### config.mk
export PLATFORM = sky130hd
export DESIGN_NAME = c_token_lexer
export DESIGN_NICKNAME = d
export VERILOG_FILES = /design/src/rtl/core/ctl_pkg.sv /design/src/rtl/core/ctl_lex_core.sv /design/src/rtl/core/c_token_lexer.sv
export SDC_FILE = /design/constraint.sdc
export NUM_CORES = 1
export LEC_CHECK = 0
export BUFFER_PORTS_ARGS = -buffer_cell sky130_fd_sc_hd__buf_2
export CAP_MARGIN = 10
export CORE_MARGIN = 2
export CORE_UTILIZATION = 65
export CTS_BUF_LIST = sky130_fd_sc_hd__clkbuf_8
export DETAILED_ROUTE_END_ITERATION = 12
export HOLD_SLACK_MARGIN = 0.03
export PLACE_DENSITY = 0.84
export SLEW_MARGIN = 10
export SYNTH_ARGS = -nofsm -noshare
export SYNTH_HDL_FRONTEND = slang
export SYNTH_SLANG_ARGS = --single-unit
### constraint.sdc
create_clock -name clk -period 12.4 [get_ports clk]
set_input_delay 1.24 -clock clk [delete_from_list [all_inputs] [get_ports clk]]
set_output_delay 1.24 -clock clk [all_outputs]
set_load 0.05 [all_outputs]
### src/rtl/core/ctl_pkg.sv
`timescale 1ns / 1ps

package ctl_pkg;

    localparam int NAME_LIMIT_DEF  = 32;
    localparam int VALUE_WIDTH_DEF = 32;

    // Result queue depth; a power of two so that the pointers wrap by themselves.
    localparam int OUT_DEPTH = 4;

    localparam logic [2:0] KIND_BAD   = 3'd0;
    localparam logic [2:0] KIND_INT   = 3'd1;
    localparam logic [2:0] KIND_NAME  = 3'd2;
    localparam logic [2:0] KIND_STR   = 3'd3;
    localparam logic [2:0] KIND_PUNCT = 3'd4;
    localparam logic [2:0] KIND_END   = 3'd5;

    localparam logic [7:0] CH_SQUOTE = 8'h27;
    localparam logic [7:0] CH_DQUOTE = 8'h22;

    typedef struct packed {
        logic [2:0]  kind;
        logic        is_char;
        logic [7:0]  char_out;
        logic [4:0]  position;
        logic [5:0]  length;
        logic [31:0] value;
        logic        last;
    } res_t;

    localparam res_t RES_ZERO = '0;

    function automatic logic is_digit(input logic [7:0] b);
        return (b >= 8'h30) && (b <= 8'h39);
    endfunction

    function automatic logic is_alpha(input logic [7:0] b);
        return ((b >= 8'h61) && (b <= 8'h7a)) || ((b >= 8'h41) && (b <= 8'h5a))
            || (b == 8'h5f);
    endfunction

    function automatic logic is_space(input logic [7:0] b);
        return (b == 8'h20) || ((b >= 8'h09) && (b <= 8'h0d));
    endfunction

    function automatic logic is_punct(input logic [7:0] b);
        logic hit;
        case (b)
            8'h28, 8'h29, 8'h7b, 8'h7d, 8'h5b, 8'h5d, 8'h3b, 8'h3c,
            8'h3e, 8'h23, 8'h3d, 8'h2b, 8'h2d, 8'h2a, 8'h2f, 8'h2c: hit = 1'b1;
            default: hit = 1'b0;
        endcase
        return hit;
    endfunction

endpackage

### src/rtl/core/ctl_lex_core.sv
`timescale 1ns / 1ps

module ctl_lex_core #(
    parameter int NAME_LIMIT  = ctl_pkg::NAME_LIMIT_DEF,
    parameter int VALUE_WIDTH = ctl_pkg::VALUE_WIDTH_DEF
) (
    input  logic          clk,
    input  logic          rst_n,
    input  logic          step,
    input  logic [7:0]    in_byte,
    input  logic          end_mark,
    output ctl_pkg::res_t res0,
    output ctl_pkg::res_t res1,
    output logic [1:0]    res_cnt
);

    import ctl_pkg::*;

    typedef enum logic [2:0] {
        MODE_IDLE,
        MODE_INT,
        MODE_NAME,
        MODE_STR,
        MODE_LIT
    } mode_t;

    mode_t                  mode_reg, mode_next;
    logic [5:0]             cnt_reg, cnt_next;
    logic [VALUE_WIDTH-1:0] acc_reg, acc_next;

    res_t       c0, c1, c2;
    logic       c0v, c1v, c2v;
    logic       do_close, do_start, do_put;
    logic [2:0] put_kind;
    logic [5:0] base, nc;

    always_comb
    begin
        mode_next = mode_reg;
        cnt_next  = cnt_reg;
        acc_next  = acc_reg;
        c0 = RES_ZERO;
        c1 = RES_ZERO;
        c2 = RES_ZERO;
        c0v = 1'b0;
        c1v = 1'b0;
        c2v = 1'b0;
        do_close = 1'b0;
        do_start = 1'b0;
        do_put   = 1'b0;
        put_kind = KIND_NAME;
        base     = cnt_reg;
        nc       = '0;

        if (end_mark)
        begin
            do_close = 1'b1;
            c1v      = 1'b1;
            c1.kind  = KIND_END;
        end
        else
        begin
            unique case (mode_reg)
                MODE_INT:
                begin
                    if (is_digit(in_byte))
                        acc_next = (acc_reg << 3) + (acc_reg << 1)
                                 + VALUE_WIDTH'(in_byte[3:0]);
                    else
                    begin
                        do_close = 1'b1;
                        do_start = 1'b1;
                    end
                end
                MODE_NAME:
                begin
                    if (is_alpha(in_byte) || is_digit(in_byte))
                        do_put = 1'b1;
                    else
                    begin
                        do_close = 1'b1;
                        do_start = 1'b1;
                    end
                end
                MODE_STR:
                begin
                    if (in_byte == CH_DQUOTE)
                        do_close = 1'b1;
                    else
                    begin
                        do_put   = 1'b1;
                        put_kind = KIND_STR;
                    end
                end
                MODE_LIT:
                begin
                    if (in_byte == CH_SQUOTE)
                        do_close = 1'b1;
                    else
                        acc_next = (acc_reg << 8) + VALUE_WIDTH'(in_byte);
                end
                default:
                    do_start = 1'b1;
            endcase
        end

        if (do_close)
        begin
            unique case (mode_reg) inside
                MODE_INT, MODE_LIT:
                begin
                    c0v      = 1'b1;
                    c0.kind  = KIND_INT;
                    c0.value = 32'(acc_reg);
                end
                MODE_NAME, MODE_STR:
                begin
                    c0v       = 1'b1;
                    c0.kind   = (mode_reg == MODE_NAME) ? KIND_NAME : KIND_STR;
                    c0.length = cnt_reg;
                end
                default:
                    c0v = 1'b0;
            endcase
            mode_next = MODE_IDLE;
            cnt_next  = '0;
            acc_next  = '0;
        end

        if (do_start && !is_space(in_byte))
        begin
            if (is_digit(in_byte))
            begin
                mode_next = MODE_INT;
                acc_next  = VALUE_WIDTH'(in_byte[3:0]);
            end
            else if (is_alpha(in_byte))
            begin
                mode_next = MODE_NAME;
                do_put    = 1'b1;
                put_kind  = KIND_NAME;
                base      = '0;
            end
            else if (in_byte == CH_SQUOTE)
            begin
                mode_next = MODE_LIT;
                acc_next  = '0;
            end
            else if (in_byte == CH_DQUOTE)
            begin
                mode_next = MODE_STR;
                cnt_next  = '0;
            end
            else
            begin
                c1v         = 1'b1;
                c1.kind     = is_punct(in_byte) ? KIND_PUNCT : KIND_BAD;
                c1.char_out = in_byte;
            end
        end

        if (do_put)
        begin
            c1v         = 1'b1;
            c1.kind     = put_kind;
            c1.is_char  = 1'b1;
            c1.char_out = in_byte;
            c1.position = base[4:0];
            nc          = base + 6'd1;
            if (nc >= 6'(NAME_LIMIT))
            begin
                c2v       = 1'b1;
                c2.kind   = put_kind;
                c2.length = nc;
                mode_next = MODE_IDLE;
                cnt_next  = '0;
            end
            else
                cnt_next = nc;
        end
    end

    // A third candidate can only follow a completion, and at most two are kept.
    always_comb
    begin
        if (c0v)
        begin
            res0    = c0;
            res1    = c1;
            res_cnt = c1v ? 2'd2 : 2'd1;
        end
        else
        begin
            res0    = c1;
            res1    = c2;
            res_cnt = {1'b0, c1v} + {1'b0, c2v};
        end
        if (res_cnt == 2'd2)
            res1.last = 1'b1;
        else
            res0.last = 1'b1;
    end

    always_ff @(posedge clk or negedge rst_n)
    begin
        if (!rst_n)
        begin
            mode_reg <= MODE_IDLE;
            cnt_reg  <= '0;
            acc_reg  <= '0;
        end
        else if (step)
        begin
            mode_reg <= mode_next;
            cnt_reg  <= cnt_next;
            acc_reg  <= acc_next;
        end
    end

endmodule

### src/rtl/core/c_token_lexer.sv
`timescale 1ns / 1ps

// Byte-serial tokenizer for a small C-like language.
// The slave channel takes one source byte per item in s_tdata; an item with
// s_tlast high marks the end of input and its byte is ignored. The master
// channel gives zero, one or two result items per input item, and m_tlast
// is high on the final result caused by an input item.
// An accepted item is held in an input register until the queue has room for
// two results; its results are then written into a four-entry result queue,
// and m_tvalid is driven from the registered count of that queue.
// One input item is taken every cycle as long as the queue has room for two
// results; the output side drains one result per cycle while m_tready is high,
// which sets the sustained rate when most items produce results.
// When the receiver stalls, results wait in the queue, and s_tready drops
// once it can no longer hold two more.
// Reset empties the queue and the input register and leaves the lexer idle
// with no token open.
module c_token_lexer #(
    parameter int NAME_LIMIT  = ctl_pkg::NAME_LIMIT_DEF,
    parameter int VALUE_WIDTH = ctl_pkg::VALUE_WIDTH_DEF
) (
    input  logic        clk,
    input  logic        rst_n,
    input  logic        s_tvalid,
    output logic        s_tready,
    input  logic [7:0]  s_tdata,   // in_byte
    input  logic        s_tlast,   // end_mark
    output logic        m_tvalid,
    input  logic        m_tready,
    output logic [55:0] m_tdata,   // char_out, position, length, value, zero fill
    output logic [3:0]  m_tuser,   // kind, is_char
    output logic        m_tlast    // last
);

    import ctl_pkg::*;

    localparam int PTR_W = $clog2(OUT_DEPTH);
    localparam int CNT_W = $clog2(OUT_DEPTH + 1);

    logic             in_vld_reg;
    logic [7:0]       in_byte_reg;
    logic             in_end_reg;
    logic             proc;

    res_t             res0, res1;
    logic [1:0]       res_cnt;

    res_t             q_mem_reg [OUT_DEPTH];
    logic [PTR_W-1:0] wr_ptr_reg, rd_ptr_reg;
    logic [CNT_W-1:0] q_cnt_reg, q_cnt_next;
    logic             pop;
    res_t             head;

    assign proc     = in_vld_reg && (q_cnt_reg <= CNT_W'(OUT_DEPTH - 2));
    assign s_tready = !in_vld_reg || proc;
    assign pop      = m_tvalid && m_tready;

    always_ff @(posedge clk or negedge rst_n)
    begin
        if (!rst_n)
            in_vld_reg <= 1'b0;
        else if (s_tready)
            in_vld_reg <= s_tvalid;
    end

    always_ff @(posedge clk)
    begin
        if (s_tready && s_tvalid)
        begin
            in_byte_reg <= s_tdata;
            in_end_reg  <= s_tlast;
        end
    end

    ctl_lex_core #(
        .NAME_LIMIT  (NAME_LIMIT),
        .VALUE_WIDTH (VALUE_WIDTH)
    ) u_core (
        .clk      (clk),
        .rst_n    (rst_n),
        .step     (proc),
        .in_byte  (in_byte_reg),
        .end_mark (in_end_reg),
        .res0     (res0),
        .res1     (res1),
        .res_cnt  (res_cnt)
    );

    always_ff @(posedge clk)
    begin
        if (proc && (res_cnt != 2'd0))
            q_mem_reg[wr_ptr_reg] <= res0;
        if (proc && (res_cnt == 2'd2))
            q_mem_reg[wr_ptr_reg + PTR_W'(1)] <= res1;
    end

    always_comb
    begin
        q_cnt_next = q_cnt_reg - CNT_W'(pop);
        if (proc)
            q_cnt_next = q_cnt_next + CNT_W'(res_cnt);
    end

    always_ff @(posedge clk or negedge rst_n)
    begin
        if (!rst_n)
        begin
            wr_ptr_reg <= '0;
            rd_ptr_reg <= '0;
            q_cnt_reg  <= '0;
        end
        else
        begin
            if (proc)
                wr_ptr_reg <= wr_ptr_reg + PTR_W'(res_cnt);
            if (pop)
                rd_ptr_reg <= rd_ptr_reg + PTR_W'(1);
            q_cnt_reg <= q_cnt_next;
        end
    end

    assign head     = q_mem_reg[rd_ptr_reg];
    assign m_tvalid = (q_cnt_reg != '0);
    assign m_tdata  = {5'd0, head.value, head.length, head.position, head.char_out};
    assign m_tuser  = {head.is_char, head.kind};
    assign m_tlast  = head.last;

    a_queue_bound: assert property (@(posedge clk) disable iff (!rst_n)
        q_cnt_reg <= CNT_W'(OUT_DEPTH))
        else $error("result queue count exceeds its depth");

    a_char_kind: assert property (@(posedge clk) disable iff (!rst_n)
        (m_tvalid && m_tuser[3]) |-> (m_tuser[2:0] == KIND_NAME || m_tuser[2:0] == KIND_STR))
        else $error("character result with a kind other than name or string");

    a_end_result: assert property (@(posedge clk) disable iff (!rst_n)
        (proc && in_end_reg) |->
            ((res_cnt == 2'd1 && res0.kind == KIND_END)
             || (res_cnt == 2'd2 && res1.kind == KIND_END)))
        else $error("end of input did not finish with an end result");

endmodule
Word-level counts from Yosys, hierarchy flattened
Memories as Yosys holds them, arrays and structs flattened.
Index checks and enable logic that the tools add are counted.
- word-level logic and storage cells: 179
- bits in registers: 58
- memories kept: 1
- output and inout port bits: 63
- input bits: 13
- RAM bits: 224
- memories (name ; depth ; bits a word ; read ports ; clocked after memory_dff ; wr ports ; RTL line ; text):
    q_mem_reg ; 4 ; 56 ; 1 ; 0 ; 2 ; c_token_lexer.sv:48 ; res_t q_mem_reg [OUT_DEPTH];
- order comparisons: 10
- muxes and demuxes: 100
- equality and inequality tests: 25
- add/sub/neg operators: 10
- reductions and logical operators: 24
- operator list (cell ; count):
    $mux W32 ; 9
    $eq A8 B6 Y1 const B ; 15
    $mux W56 ; 2
    $mux W6 ; 14
    $mux W3 ; 24
    $pmux W32 S2 ; 1
    $eq A8 B7 Y1 const B ; 5
    $mux W8 ; 5
    $mux W38 ; 1
    $mux W1 ; 37
    $add A32 B32 Y32 ; 1
    $add A32 B4 Y32 ; 1
    $add A32 B8 Y32 ; 1
    $mux W17 ; 1
    $ge A8 B7 Y1 const B ; 2
    $le A8 B7 Y1 const B ; 2
    $reduce_or A16 Y1 ; 1
    $logic_and A1 B1 Y1 ; 10
    $ge A8 B4 Y1 const B ; 1
    $ge A8 B6 Y1 const B ; 1
    $le A8 B4 Y1 const B ; 1
    $le A8 B6 Y1 const B ; 1
    $add A6 B1 Y6 const B ; 1
    $eq A3 B2 Y1 const B ; 2
    21 further kinds ; 30

Depth between registers and ports, before layout
- depth in word-level cells: 20
- gate-level depth with buffers: 14
- mapped depth without buffers: 13

By module
A second synthesis with hierarchy kept.
- cell total of the unflattened synthesis: 1320
- area, all modules: 17780.8 um^2
- by module, submodules not included (module ; sequential area each (um^2) ; area each (um^2) ; instances ; cells an instance):
    c_token_lexer ; 7196.9 ; 12324.3 ; 1 ; 617
    ctl_lex_core ; 1026.0 ; 5456.5 ; 1 ; 703

Least setup slack after synthesis
Ideal clock, no wire load.
- path kind: register -> register
- start point: register in_byte_reg[1]
- end point: memory q_mem_reg[1][0] in the netlist's numbering (enable)
- arrival: 3870 ps
- buffers on the path: 1
- required time: 11962 ps
- library setup time: 438 ps
- stages on the path, launching flop included: 9
- clock period less this slack: 4309 ps
- path slack: 8091 ps
- path through: edfxtp_1 or3_4 o311ai_4 o21ai_0 a211oi_2 a221o_1 buf_6 a21oi_4 o21ai_0
- RTL lines (item ; RTL line ; text):
    start, declared ; c_token_lexer.sv:41 ; logic [7:0] in_byte_reg;
    start signal, assigned ; c_token_lexer.sv:70 ; in_byte_reg <= s_tdata;
    end, declared ; c_token_lexer.sv:48 ;

==> impl_metrics.yaml <==
die:
  start_util_pct: 66.7
  io_pins: 76
  die_w_um: 157
  core_sq_um: 22800
  dieArea_sq_um: 24600
  die_h_um: 157
  fp-row-count: 55
critical_path:
  cp_max_fo: 36
  worst_setup_path_end_kind: "flop"
  worstSetupPathType: "reg2reg"
  ff2ff_path_depth: 10
  arrival_ns: 5.63
  r2r_slack_ns: 6.95
  r2r_end: "q_mem_reg[2][50]"
  crit_required_ns: 12.58
  start_kind: "flop"
  r2r_start: "in_byte_reg[6]"
hold_path:
  whs_endpoint: "q_mem_reg[2][8]"
  min-delay-start: "q_mem_reg[2][8]"
  hold_depth: 1
  hold_class: "reg2reg"
timing:
  final_hold_viol_count: 0
  timing.slew.headroom_pct: 14.7
  fmax_mhz: 184
  finalMaxSlewViolations: 0
  setup_viol_count_final: 0
  period_share_pct: 43.9
  worst_pin_slew_ns: 1.28
  fin_skew_ns: 0.0276
  rsz0062_at_grt: "false"
  tns_ns: 0
  hold_ws_ns: 0.463
  setup_ws_ns: 6.95
  layout_min_cycle_time_ns: 5.45
drt:
  ant_nets: 0
  wl_per_cell_um: 21.7
  dr.first_iter.drc_count: 1850
  first_pass_iters: 6
  post-route-drc-count: 0
  vias_per_cell: 6.83
  vias: 12600
  wirelength_mm: 39.9
flow_run:
  maxCapViolCount: 0
final_layout:
  nets: 1570
  diodes: 0
  syn_to_final_growth_pct: 8.49
  nFillCells: 1603
  finalNonFillerCells: 1841
  finish.utilization_pct: 72.4
  drive_gt1_share_pct: 15.6
  largest_reg_flops: 224
clocking:
  cts-root-buf: "clkbuf_8"
  cts_tree: "built"
  clkSinkCount: 282
  clk_pin_slew_ns: 0.06
  cts_buffer_depth: 3
  htreeDepth: 2
  cts_post_setup_buffers_inserted: 0
  numCtsBuffers: 47
  cts_resized: 0
  cts_hold_buf: 0
  clock_latency_ns: 0.59
pwr:
  power_density_nw_per_um2: 191
  p_leak_nw: 7.01
  peakVddDrop_v: 0.000121
yosys:
  yosysMostFrequentCell: "nor2_1"
  yosys-top-cells-count: "nor2_1 (189), dfxtp_1 (128), a21oi_1 (114)"
  ys_ff_latch: 282
  yosys_warnings: 0
  async_reset_ff_share_pct: 17.4
  syn_inst: 1463
  ys.flop_type: "dfxtp_1"
  ys_top_cells_by_area: "edfxtp_1 (21%), dfxtp_1 (17%), mux4_2 (8.3%), dfrtp_1 (8.1%), ha_1 (5.2%)"
  yosysTopAreaCellShare_pct: 20.7
  syn_area_per_cell_sq_um: 10.4
  yosysTopAreaCell: "edfxtp_1"
  synth_area_sq_um: 15200
  synth_seq_area_share_pct: 45.7
  synth.distinct_cells: 82
  synth_edf_count: 105
global_route:
  overflow: 0
  grt_pass1_wl_mm: 63.4
  antenna_found_initial: 0
  grt_max_degree: 129
  grt_pass1_vias: 12200
  grt_usage_pct: 32.6
placed_design:
  gp_congestion: 0.943
  hpwl_mm: 25.3
  io_buffer_count: 70
  post-place-cells: 1755
  dp_worst_setup_slack_ns: 7.04
run_status:
  status: "finished, final reports clean"
==> cells in the final DEF (no fill, tap or decap), types with 6 or more instances in the layout <==
cell and n:
nor2_1 188, dfxtp_1 128, a21oi_1 112, edfxtp_1 105, nand2_1 102, o21ai_0 71
buf_2 70, a32o_1 69, ha_1 63, and3_1 62, mux4_2 56, clkbuf_8 52
inv_1 47, dfrtp_1 47, nand3_1 22, a21o_1 20, a31oi_1 18, and2_1 17
nor3_1 17, buf_4 17, xor2_1 15, xnor2_1 14, o22ai_1 13, nand2b_1 12
a221oi_1 10, o211ai_1 9, a22o_1 9, a22oi_1 8, o22a_1 8, o31ai_1 7
a32oi_1 7, nand4_1 6, or3_1 6, nand3b_1 6, a211oi_1 6
==> through the flow <==
step           instance area (sq um)  total power, mW
6_report                       16500             3.15
4_1_cts                        16500             3.14
3_5_place_dp                   15600             2.36
2_1_floorplan                  15200             2.08
3_3_place_gp                   15600             2.34
5_1_grt                        16500             3.28
==> critical path: stages (launching register included) <==
cell and delay, ns:
edfxtp_1 0.53, nor3b_2 0.58, nand3_1 0.46, o22ai_1 0.85
nor2_1 0.20, a21oi_1 0.21, buf_4 0.25, nor2_4 0.08
nor2_4 0.77, nor2_8 0.25, inv_1 0.84
==> logic make-up after synthesis <==
family	count (synthesis)	share of synthesized area, %
buffers and inverters	137	4.24
and+or+nand+nor	469	14.9
adders and majority gates	66	5.58
muxes	58	8.44
xor gates and xnor gates	29	1.67
DFF	282	45.7
AOI/OAI and AO/OA	421	19.5
other	1	0.0247
==> where the power goes <==
group          internal, mW  total, mW  switching, mW
Clock                 0.411      0.791          0.381
Combinational         0.347       1.16          0.814
Sequential             1.08       1.20          0.121
Total                  1.83       3.15           1.32
==> cell type report <==
class,count,area [sq um],share of cell area (%)
clock buffers,52,716,4.34
clock inverters,34,188,1.14
inverters,25,93.8,0.569
multi-input cells,1048,7680,46.6
flip-flops and latches,282,6950,42.1
well taps,313,392,2.37
repair buffers,87,478,2.90
==> layer usage <==
metal / vias to the layer above / global-route usage, % / part of all wire (%)
li1: 5596 / - / -
met5: - / 0 / 0
met4: 0 / 11.9 / 2.7
met1: 6152 / 45.8 / 40
met3: 105 / 5.75 / 11
met2: 729 / 51.1 / 46
==> how the worst max path moves through the flow <==
stage,startpoint,to,cells after the start
3_3_place_gp,in_byte_reg[6],q_mem_reg[2][50],10
3_5_place_dp,in_byte_reg[6],q_mem_reg[2][48],10
2_1_floorplan,in_byte_reg[1],q_mem_reg[1][0],8
6_report,in_byte_reg[6],q_mem_reg[2][50],10
5_1_grt,in_byte_reg[6],q_mem_reg[2][50],10
4_1_cts,in_byte_reg[6],q_mem_reg[2][39],10
Power figures use the tool's default switching activity.
